### src/rtl/bpseq_pkg.sv
`timescale 1ns / 1ps
// ----------------------------------------------------------------------------
// Buzzer pattern sequencer package
// Shared widths, command codes, segment field helpers and types.
// ----------------------------------------------------------------------------
package bpseq_pkg;

    localparam int TIME_BITS = 8;
    localparam int SEG_COUNT = 8;
    localparam int SEG_W     = $clog2(SEG_COUNT);
    localparam int REG_W     = 32;

    localparam logic [7:0]       PAUSE_END = 8'hff;
    localparam logic [REG_W-1:0] SEG_RESET = 32'hff00_0000;

    // Command codes carried in the func field.
    localparam logic [1:0] FUNC_START = 2'd0;
    localparam logic [1:0] FUNC_ON    = 2'd1;
    localparam logic [1:0] FUNC_OFF   = 2'd2;
    localparam logic [1:0] FUNC_PAUSE = 2'd3;

    typedef logic [TIME_BITS-1:0] t_time;
    typedef logic [SEG_W-1:0]     t_seg_idx;
    typedef logic [REG_W-1:0]     t_seg;
    typedef t_seg                 t_seg_table [SEG_COUNT];

    function automatic logic [7:0] seg_byte(input t_seg seg, input logic [1:0] pos);
        logic [7:0] b;
        case (pos)
            2'd0:    b = seg[7:0];
            2'd1:    b = seg[15:8];
            2'd2:    b = seg[23:16];
            default: b = seg[31:24];
        endcase
        return b;
    endfunction

    // Time fields are fitted to the counter width when they are loaded.
    function automatic t_time to_time(input logic [7:0] b);
        return t_time'(b);
    endfunction

endpackage

### src/rtl/bpseq_if.sv
`timescale 1ns / 1ps
// ----------------------------------------------------------------------------
// Buzzer pattern sequencer channels
// Valid/ready interfaces for the command and the result channel.
// ----------------------------------------------------------------------------
interface bpseq_in_if;
    import bpseq_pkg::*;
    logic       valid;
    logic       ready;
    logic [1:0] func;
    t_seg_idx   start_segment;

    modport source (output valid, output func, output start_segment, input ready);
    modport sink   (input valid, input func, input start_segment, output ready);
endinterface

interface bpseq_out_if;
    import bpseq_pkg::*;
    logic     valid;
    logic     ready;
    logic     buzzer_level;
    t_seg_idx current_segment;

    modport source (output valid, output buzzer_level, output current_segment, input ready);
    modport sink   (input valid, input buzzer_level, input current_segment, output ready);
endinterface

### src/rtl/buzzer_pattern_sequencer_top.sv
`timescale 1ns / 1ps
// ----------------------------------------------------------------------------
// Buzzer pattern sequencer
// Steps a buzzer pin through a table of eight on/off/pulse/pause segments.
//
//   Channel  Direction  Payload                          Handshake
//   s_in     in         func, start_segment              valid/ready
//   m_out    out        buzzer_level, current_segment    valid/ready
//   cfg      in         i_cfg_idx, i_cfg_wdata           i_cfg_we, no wait
//
// Each command item updates the state combinationally and its result item
// appears in the result register on the following cycle; one item per cycle
// is sustained while m_out.ready is high. There is one result register:
// s_in.ready drops only while a result is held and m_out.ready is low. Reset
// is synchronous and active low; segments reset to 0xFF000000 and the pin is off.
// ----------------------------------------------------------------------------
module buzzer_pattern_sequencer_top
    import bpseq_pkg::*;
(
    input  logic          i_clk,
    input  logic          i_rst_n,
    input  logic          i_cfg_we,
    input  t_seg_idx      i_cfg_idx,
    input  t_seg          i_cfg_wdata,
    bpseq_in_if.sink      s_in,
    bpseq_out_if.source   m_out
);

    t_seg_table segs;

    bpseq_seg_regs u_regs (
        .i_clk       (i_clk),
        .i_rst_n     (i_rst_n),
        .i_cfg_we    (i_cfg_we),
        .i_cfg_idx   (i_cfg_idx),
        .i_cfg_wdata (i_cfg_wdata),
        .o_segs      (segs)
    );

    bpseq_core u_core (
        .i_clk             (i_clk),
        .i_rst_n           (i_rst_n),
        .i_segs            (segs),
        .i_in_valid        (s_in.valid),
        .o_in_ready        (s_in.ready),
        .i_func            (s_in.func),
        .i_start_segment   (s_in.start_segment),
        .o_out_valid       (m_out.valid),
        .i_out_ready       (m_out.ready),
        .o_buzzer_level    (m_out.buzzer_level),
        .o_current_segment (m_out.current_segment)
    );

endmodule

### src/rtl/bpseq_seg_regs.sv
`timescale 1ns / 1ps
// ----------------------------------------------------------------------------
// Buzzer pattern segment registers
// Eight 32-bit pattern segments written through a plain write port.
// ----------------------------------------------------------------------------
module bpseq_seg_regs
    import bpseq_pkg::*;
(
    input  logic       i_clk,
    input  logic       i_rst_n,
    input  logic       i_cfg_we,
    input  t_seg_idx   i_cfg_idx,
    input  t_seg       i_cfg_wdata,
    output t_seg_table o_segs
);

    t_seg_table r_segs;

    always_ff @(posedge i_clk) begin
        if (!i_rst_n) begin
            for (int i = 0; i < SEG_COUNT; i++) begin
                r_segs[i] <= SEG_RESET;
            end
        end else if (i_cfg_we) begin
            r_segs[i_cfg_idx] <= i_cfg_wdata;
        end
    end

    assign o_segs = r_segs;

endmodule

### src/rtl/bpseq_core.sv
`timescale 1ns / 1ps
// ----------------------------------------------------------------------------
// Buzzer pattern sequencer core
// Sequencer state, combinational command update and the result register.
// ----------------------------------------------------------------------------
module bpseq_core
    import bpseq_pkg::*;
(
    input  logic       i_clk,
    input  logic       i_rst_n,
    input  t_seg_table i_segs,
    input  logic       i_in_valid,
    output logic       o_in_ready,
    input  logic [1:0] i_func,
    input  t_seg_idx   i_start_segment,
    output logic       o_out_valid,
    input  logic       i_out_ready,
    output logic       o_buzzer_level,
    output t_seg_idx   o_current_segment
);

    t_time      r_on_rem,  n_on_rem;
    t_time      r_off_rem, n_off_rem;
    t_time      r_pau_rem, n_pau_rem;
    logic [7:0] r_pulses,  n_pulses;
    logic [7:0] r_pend,    n_pend;
    t_seg_idx   r_seg_idx, n_seg_idx;
    logic       r_pin,     n_pin;

    logic       r_out_valid;
    logic       r_out_level;
    t_seg_idx   r_out_seg;

    logic       accept;
    t_seg       cur_seg;
    t_seg       load_seg;
    t_time      off_dec;
    logic [7:0] pulses_dec;

    // The result register frees up in the same cycle it is taken.
    assign o_in_ready = !r_out_valid || i_out_ready;
    assign accept     = i_in_valid && o_in_ready;

    assign cur_seg    = i_segs[r_seg_idx];
    assign off_dec    = r_off_rem - 1'b1;
    assign pulses_dec = r_pulses - 8'd1;

    always_comb begin
        n_on_rem  = r_on_rem;
        n_off_rem = r_off_rem;
        n_pau_rem = r_pau_rem;
        n_pulses  = r_pulses;
        n_pend    = r_pend;
        n_seg_idx = r_seg_idx;
        n_pin     = r_pin;
        load_seg  = cur_seg;
        case (i_func)
            FUNC_START: begin
                load_seg  = i_segs[i_start_segment];
                n_seg_idx = i_start_segment;
                n_pin     = 1'b1;
                n_on_rem  = to_time(seg_byte(load_seg, 2'd0));
                n_pulses  = seg_byte(load_seg, 2'd2);
                n_pend    = seg_byte(load_seg, 2'd3);
            end
            FUNC_ON: begin
                if (r_on_rem != '0) begin
                    n_on_rem = r_on_rem - 1'b1;
                    if (n_on_rem == '0) begin
                        n_pin     = 1'b0;
                        n_off_rem = to_time(seg_byte(cur_seg, 2'd1));
                    end
                end
            end
            FUNC_OFF: begin
                if (r_off_rem != '0) begin
                    n_off_rem = off_dec;
                    if (off_dec == '0) begin
                        n_pulses = pulses_dec;
                        if (pulses_dec != 8'd0) begin
                            n_on_rem = to_time(seg_byte(cur_seg, 2'd0));
                            n_pin    = 1'b1;
                        end else if (r_pend != PAUSE_END) begin
                            n_seg_idx = r_seg_idx + 1'b1;
                            n_pau_rem = to_time(r_pend);
                        end
                    end
                end
            end
            default: begin
                if (r_pau_rem != '0) begin
                    n_pau_rem = r_pau_rem - 1'b1;
                    // The index already points at the next segment here.
                    if (n_pau_rem == '0) begin
                        n_pin    = 1'b1;
                        n_on_rem = to_time(seg_byte(cur_seg, 2'd0));
                        n_pulses = seg_byte(cur_seg, 2'd2);
                        n_pend   = seg_byte(cur_seg, 2'd3);
                    end
                end
            end
        endcase
    end

    always_ff @(posedge i_clk) begin
        if (!i_rst_n) begin
            r_on_rem    <= '0;
            r_off_rem   <= '0;
            r_pau_rem   <= '0;
            r_pulses    <= '0;
            r_pend      <= '0;
            r_seg_idx   <= '0;
            r_pin       <= 1'b0;
            r_out_valid <= 1'b0;
        end else begin
            if (accept) begin
                r_on_rem  <= n_on_rem;
                r_off_rem <= n_off_rem;
                r_pau_rem <= n_pau_rem;
                r_pulses  <= n_pulses;
                r_pend    <= n_pend;
                r_seg_idx <= n_seg_idx;
                r_pin     <= n_pin;
            end
            if (accept) begin
                r_out_valid <= 1'b1;
            end else if (i_out_ready) begin
                r_out_valid <= 1'b0;
            end
        end
    end

    always_ff @(posedge i_clk) begin
        if (accept) begin
            r_out_level <= n_pin;
            r_out_seg   <= n_seg_idx;
        end
    end

    assign o_out_valid       = r_out_valid;
    assign o_buzzer_level    = r_out_level;
    assign o_current_segment = r_out_seg;

endmodule

### src/flat_wrapper.sv
// flat-port wrapper written by rule: the top's interface ports become plain ports
module buzzer_pattern_sequencer_top_flat import bpseq_pkg::*;
  (i_clk, i_rst_n, i_cfg_we, i_cfg_idx, i_cfg_wdata, s_in_valid, s_in_func, s_in_start_segment, s_in_ready, m_out_valid, m_out_buzzer_level, m_out_current_segment, m_out_ready);
  bpseq_in_if s_in_i ();
  bpseq_out_if m_out_i ();
  input  logic i_clk;
  input  logic i_rst_n;
  input  logic i_cfg_we;
  input  t_seg_idx i_cfg_idx;
  input  t_seg i_cfg_wdata;
  input wire logic [$bits(s_in_i.valid)-1:0] s_in_valid;
  input wire logic [$bits(s_in_i.func)-1:0] s_in_func;
  input wire logic [$bits(s_in_i.start_segment)-1:0] s_in_start_segment;
  output wire logic [$bits(s_in_i.ready)-1:0] s_in_ready;
  output wire logic [$bits(m_out_i.valid)-1:0] m_out_valid;
  output wire logic [$bits(m_out_i.buzzer_level)-1:0] m_out_buzzer_level;
  output wire logic [$bits(m_out_i.current_segment)-1:0] m_out_current_segment;
  input wire logic [$bits(m_out_i.ready)-1:0] m_out_ready;
  assign s_in_i.valid = s_in_valid;
  assign s_in_i.func = s_in_func;
  assign s_in_i.start_segment = s_in_start_segment;
  assign s_in_ready = s_in_i.ready;
  assign m_out_valid = m_out_i.valid;
  assign m_out_buzzer_level = m_out_i.buzzer_level;
  assign m_out_current_segment = m_out_i.current_segment;
  assign m_out_i.ready = m_out_ready;
  buzzer_pattern_sequencer_top u_core (.i_clk(i_clk), .i_rst_n(i_rst_n), .i_cfg_we(i_cfg_we), .i_cfg_idx(i_cfg_idx), .i_cfg_wdata(i_cfg_wdata), .s_in(s_in_i), .m_out(m_out_i));
endmodule
### config.mk
export PLATFORM = sky130hd
export DESIGN_NAME = buzzer_pattern_sequencer_top_flat
export DESIGN_NICKNAME = d
export VERILOG_FILES = /design/src/rtl/bpseq_pkg.sv /design/src/rtl/bpseq_if.sv /design/src/rtl/buzzer_pattern_sequencer_top.sv /design/src/rtl/bpseq_seg_regs.sv /design/src/rtl/bpseq_core.sv /design/src/flat_wrapper.sv
export SDC_FILE = /design/constraint.sdc
export NUM_CORES = 1
export LEC_CHECK = 0
export BUFFER_PORTS_ARGS = -buffer_cell sky130_fd_sc_hd__buf_2
export CAP_MARGIN = 20
export CORE_UTILIZATION = 53
export DETAILED_ROUTE_END_ITERATION = 7
export PLACE_DENSITY = 0.72
export SLEW_MARGIN = 5
export SYNTH_ARGS = -nofsm -noshare
export SYNTH_HDL_FRONTEND = slang
export SYNTH_HIERARCHICAL = 1
export SYNTH_SLANG_ARGS = --single-unit
### constraint.sdc
create_clock -name i_clk -period 2.6 [get_ports i_clk]
set_input_delay 0.52 -clock i_clk [delete_from_list [all_inputs] [get_ports i_clk]]
set_output_delay 0.52 -clock i_clk [all_outputs]
set_load 0.02 [all_outputs]
## Yosys cells after proc, flatten, opt, wreduce, memory -nomap -nowiden

Cells that the tools add are included.

- $add $sub $neg: 5
- $lt $le $gt $ge: 4
- Equality and inequality tests: 10
- Multiplexer cells: 49
- Bitwise logic cells: 6
- Reductions and logical operators: 28

Operators by type and width:

| kind | count |
|---|---|
| 256-bit bitwise mux | 1 |
| 32-bit binary-select mux with 3-bit select | 2 |
| 32-bit two-way mux | 5 |
| 8-bit two-way mux | 20 |
| 32-bit demux with 3-bit select | 1 |
| 8-bit one-hot mux with 2 select lines | 3 |
| 8-bit one-hot mux with 3 select lines | 2 |
| 8-bit nonzero test | 4 |
| 8-bit by 1-bit subtractor with 8-bit output (second input constant) | 4 |
| 8-bit zero test | 3 |
| 2-bit inequality test (second input constant) | 7 |
| 7-bit AND reduction | 2 |
| 4-bit >= comparator (second input constant) | 3 |
| 3-bit two-way mux | 4 |
| 3-bit NOT with 4-bit output | 3 |
| 2-bit nonzero test | 5 |
| 1-bit two-way mux | 9 |
| 8-bit inequality test (second input constant) | 1 |
| 4-bit nonzero test | 2 |
| 3-bit one-hot mux with 2 select lines | 1 |
| 6-bit AND reduction | 1 |
| 3-bit nonzero test | 2 |
| 5-bit AND reduction | 1 |
| 4-bit by 1-bit < comparator with 1-bit output (second input constant) | 1 |
| other kinds (11) | 15 |

- Register bits after elaboration: 305
- Bits of input ports: 45
- Output and inout bits: 6

## Longest topological paths before layout

- Depth in word-level cells: 8
- Gate-level depth with buffers: 9
- Mapped depth without buffers: 8

## Cells and area by module

Netlist, hierarchy kept.

By module, submodules not included:

| module | times used | cells each | area each (um^2) | sequential area each (um^2) |
|---|---|---|---|---|
| bpseq_seg_regs | 1 | 881 | 9,426.5 | 5,124.9 |
| bpseq_core | 1 | 678 | 6,832.8 | 1,021.0 |

## Worst setup path before layout

Ideal clock, no wire load.

- Path type: register to register
- Start: reg u_core.u_core.r_pau_rem[0]
- End: reg u_core.u_core.r_on_rem[3]
- Setup time: 0.133 ns
- Arrival time: 2.397 ns
- Required time: 2.467 ns
- Setup slack: 0.069 ns
- Stages on the path, launching flop included: 10
- Cell sequence: dfxtp_1 > inv_1 > ha_1 > buf_2 > nor2b_1 > or4b_1 > a32o_1 > o311ai_4 > and3_1 > a311oi_1

- Word-level cells in the longest chain between the ends: 4
- Elaborated cells between the ends (all ways): 6
- Those cells by class: 1 x add/sub; 5 x reduce/logical

RTL lines:

| item | line | text |
|---|---|---|
| from (decl) | bpseq_core.sv:24 | `t_time r_pau_rem, n_pau_rem;` |
| from (signal assigned) | bpseq_core.sv:119 | `r_pau_rem <= n_pau_rem;` |
| 8-bit by 1-bit subtractor with 8-bit output | bpseq_core.sv:92 | `n_pau_rem = r_pau_rem - 1'b1;` |
| 8-bit zero test | bpseq_core.sv:94 | `if (n_pau_rem == '0) begin` |
| 4-bit nonzero test (no line) | n/a |  |
| 7-bit AND reduction (no line) (*) | n/a |  |
| to (signal assigned) | bpseq_core.sv:117 | `r_on_rem <= n_on_rem;` |
| to (decl) | bpseq_core.sv:22 | `t_time r_on_rem, n_on_rem;` |

Mark *: on every way between the ends. The rest lies on a longest branch, timed or not.
A chain may end at the register's enable or synchronous reset.

## Final worst setup path

- Start: reg u_core.u_core.r_off_rem[0]
- End: reg u_core.u_core.r_pau_rem[4]

- Word-level cells in the longest chain between the ends: 4
- Elaborated cells between the ends (all ways): 6
- Those cells by class: 1 x add/sub; 2 x eq/ne; 3 x reduce/logical

RTL lines:

| item | line | text |
|---|---|---|
| from (decl) | bpseq_core.sv:23 | `t_time r_off_rem, n_off_rem;` |
| from (signal assigned) | bpseq_core.sv:118 | `r_off_rem <= n_off_rem;` |
| 8-bit by 1-bit subtractor with 8-bit output | bpseq_core.sv:45 | `assign off_dec = r_off_rem - 1'b1;` |
| 8-bit zero test | bpseq_core.sv:78 | `if (off_dec == '0) begin` |
| 2-bit inequality test (no line) | n/a |  |
| 7-bit AND reduction (no line) (*) | n/a |  |

Marks and branches as above.

==> results.sh <==
export IMPL_fin_crit_ns=2.50
export IMPL_wire_per_inst_um=20.8
export IMPL_critPathCaptureType="register"
export IMPL_power_leakage_uw=0.00804
export IMPL_ys_warn_count=6
export IMPL_met1_usage_pct=37.8
export IMPL_yosys_most_used_dff="dfxtp_1"
export IMPL_num_io_pins=51
export IMPL_synth_area_per_cell_um2=10.4
export IMPL_yosys_area_top_type="dfxtp_1"
export IMPL_fp_dieW_um=177
export IMPL_overflow=0
export IMPL_holdCritPathClass="input pin to register"
export IMPL_fin_nets=1655
export IMPL_die_area_um2=31400
export IMPL_synth_cells=1559
export IMPL_met2_usage_pct=43.4
export IMPL_fmax_ghz=0.400
export IMPL_path_max_fanout=6
export IMPL_core_area_um2=29900
export IMPL_routed_wl_um=41800
export IMPL_placed_area_um2=17200
export IMPL_dr_total_vias=12251
export IMPL_worst_ep_arrival_time_ns=2.94
export IMPL_tightest_slew_ns=0.769
export IMPL_critPathTopFamily="simple AND/OR/NAND/NOR gates"
export IMPL_slowest_delay_ns=0.56
export IMPL_synth_most_common_cell="nand2_1"
export IMPL_slew_violations=0
export IMPL_diodes=0
export IMPL_grt_pass1_vias=12426
export IMPL_start_util_pct=54.4
export IMPL_synth_seq_cells=305
export IMPL_fin_cells=2008
export IMPL_syn_num_nets=1618
export IMPL_clkPwrFrac_pct=43.2
export IMPL_peakVddDrop_mv=0.564
export IMPL_intPower_uw=8180
export IMPL_hpwl_um=26400
export IMPL_grt_start_max_net_pins=131
export IMPL_grt_use_total_pct=27.1
export IMPL_power_per_cell_area_nw_per_um2=599
export IMPL_final_hold_viol_count=0
export IMPL_dp_cells=1946
export IMPL_path_cells="buf_4 > or4_4 > o21ai_2 > nand3b_1 > buf_4 > o31ai_2 > buf_4 > and3_2 > a32o_1"
export IMPL_clock_path_buffers=3
export IMPL_synth_common_cells="316 x nand2_1, 301 x dfxtp_1, 295 x mux2i_1, 112 x mux4_2, 75 x nor2b_1"
export IMPL_p_total_uw=11000
export IMPL_holdPathStages=3
export IMPL_drt_initial_drc_count=1036
export IMPL_dr_pass1_iters=5
export IMPL_worstPathRequired_ns=3.04
export IMPL_synth_async_reset_ratio_pct=0
export IMPL_fin_area_um2=18300
export IMPL_setup_violations=0
export IMPL_drcViolationCount=0
export IMPL_rsz0062_at_grt="yes"
export IMPL_top_usage_layer="met2"
export IMPL_synth_area_um2=16300
export IMPL_synthToLayoutAreaGrowth_pct=12.7
export IMPL_p_sw_share_pct=25.5
export IMPL_reg2reg_slack_ns=0.1
export IMPL_die_y_um=177
export IMPL_path_clk_slew_ns=0.06
export IMPL_portBuffers=50
export IMPL_critPathSlowestCell="or4_4"
export IMPL_rows=63
export IMPL_grt_antenna_before_repair=0
export IMPL_cts_buffers=35
export IMPL_rr_startpoint="u_core/u_core/r_off_rem[0]"
export IMPL_status="finished clean"
export IMPL_ys_types=80
export IMPL_root_buffer="clkbuf_16"
export IMPL_p_seq_share_pct=44.9
export IMPL_worstReg2RegEnd="u_core/u_core/r_pau_rem[4]"
export IMPL_gp_congestion=0.873
export IMPL_p_sw_uw=2800
export IMPL_hold_path_end="u_core/u_core/o_out_valid"
export IMPL_start_kind="register"
export IMPL_ys_seq_area_share_pct=37.8
export IMPL_cts_tree="yes"
export IMPL_path_class="register to register"
export IMPL_ff2ff_path_depth=9
export IMPL_met3_usage_pct=4.70
export IMPL_drive_gt1_share_pct=21.5
export IMPL_path_buf_inv=3
export IMPL_fin_worst_skew_ns=0.0220
export IMPL_cts_sinks=305
export IMPL_vias_per_cell=6.10
export IMPL_worst_skew_pair_late_latency_ns=0.52
export IMPL_period_share_pct=96.2
export IMPL_relSlewSlack_pct=48.7
export IMPL_cpMostUsedCell="buf_4"
export IMPL_h_tree_depth=2
export IMPL_fillers=2382
export IMPL_worstHoldStart="s_in_valid"
export IMPL_yosys_top_cells_area="dfxtp_1 37%, mux2i_1 18%, mux4_2 16%, nand2_1 7.3%, nor2b_1 2.9%"
export IMPL_synth_top_area_share_pct=37.1
export IMPL_synth_edf_count=4
export IMPL_grt_pass1_wl_um=66900
export IMPL_ant_nets=0
export IMPL_combPwrFrac_pct=11.9
export IMPL_cap_viol_max_count=0
## state kept, by name, summed over array words and instances, names as in the netlist
signal,flops
u_core/u_core/r_pulses,8
u_core/u_regs/o_segs,256
u_core/u_core/o_out_valid,1
u_core/u_core/o_buzzer_level,1
u_core/u_core/r_off_rem,8
u_core/u_core/o_current_segment,3
u_core/u_core/r_pau_rem,8
u_core/u_core/r_pend,8
u_core/u_core/r_on_rem,8
u_core/u_core/r_pin,1
u_core/u_core/r_seg_idx,3
## stage by stage
stage / hold slack (ns) / setup slack (ns) / util, % / TNS, ns
finish: 0.265 / 0.0994 / 61.3 / 0
floorplan: 0.432 / 0.0693 / - / 0
global placement: 0.439 / 0.0431 / 57.4 / 0
detailed placement: 0.449 / -0.0306 / 57.4 / -0.0704
CTS: 0.254 / 0.00316 / 61.1 / 0
global route: 0.260 / -0.0148 / 61.3 / -0.0362
## worst register-to-register path, delay by kind of cell (launching register included)
kind	cells	cell delay, ns
and+or+nand+nor	3	1.00
AOI/OAI and AO/OA	3	0.59
buffers and inverters	3	0.53
DFF	1	0.31
## metal layers
layer,up-vias,share of wire (%)
met1,6045,44
li1,5718,-
met3,77,6.8
met5,-,0
met4,0,2.1
met2,411,47
## worst max path at each step
stage / start / to / cells after the start
2_1_floorplan: u_core/u_core/r_pau_rem[0] / u_core/u_core/r_on_rem[3] / 9
3_3_place_gp: s_in_func[0] / u_core/u_core/r_pau_rem[3] / 9
3_5_place_dp: u_core/u_core/r_pau_rem[0] / u_core/u_core/r_on_rem[3] / 8
4_1_cts: u_core/u_core/r_pau_rem[0] / u_core/u_core/r_on_rem[3] / 9
5_1_grt: u_core/u_core/r_off_rem[1] / u_core/u_core/r_pau_rem[4] / 10
6_report: u_core/u_core/r_off_rem[0] / u_core/u_core/r_pau_rem[4] / 9
## what timing repair did
item,in CTS,in global routing
hold buffers,0,0
setup buffers,1,2
gates resized for setup,2,13
pin swaps,1,5
setup endpoints to repair,6,30
## cells by family (layout without fill, tap and decap cells)
kind of cell / after synthesis / in the layout / synth area share (%)
AND/OR/NAND/NOR: 513 / 513 / 14.9
buffers and inverters: 152 / 211 / 4.46
AO/OA/AOI/OAI: 141 / 141 / 6.36
XOR/XNOR: 10 / 10 / 0.539
flip-flops: 305 / 305 / 37.8
multiplexers: 424 / 424 / 34.9
adder cells (fa/ha/maj): 14 / 14 / 1.08
## power groups by stage
stage          Combinational [uW]  Sequential, uW  Clock [uW]
2_1_floorplan                 915            4990           0
3_3_place_gp                 1260            5010           0
3_5_place_dp                 1280            5020           0
4_1_cts                      1290            4920        4810
5_1_grt                      1410            4940        5020
6_report                     1310            4920        4740
## cell type report
type                    instances  area (um2)  area share, %
clock buffers                  46         958           5.23
clock inverters                13         134          0.731
inverters                      21        78.8          0.430
multi-input cells            1102        9480           51.7
flip-flops and latches        305        6150           33.6
well taps                     390         488           2.66
repair buffers                131        1020           5.59
## cell usage in the layout (no fill, tap or decap), types with 4 or more instances in the layout
master     Yosys  final
o22ai_1        4      4
o221ai_1       7      7
and3_1         7      5
nor2b_1       75     75
a22o_1         4      4
a32o_1         8      7
edfxtp_1       4      4
a211oi_1       7      7
mux4_2       112    112
xor2_1         4      4
buf_4          7     69
buf_2         73     48
nor2_1        28     28
nor4_1         7      6
a21oi_1       26     26
o21ai_0       28     26
nor3_1        12     11
dfxtp_1      301    298
o31ai_1        6      5
mux2_2        16     16
ha_1          14     14
and2_1         4      4
clkbuf_1      33      8
buf_12         0     12
nand2_1      316    316
clkbuf_16      0     36
a31oi_1        8      8
xnor2_1        6      5
o211ai_1       5      5
inv_1         19     19
mux2i_1      295    295
clkinv_2       0      8
nand4_1        6      6
nand3_1       21     21
(Power assumes the default switching activity.)
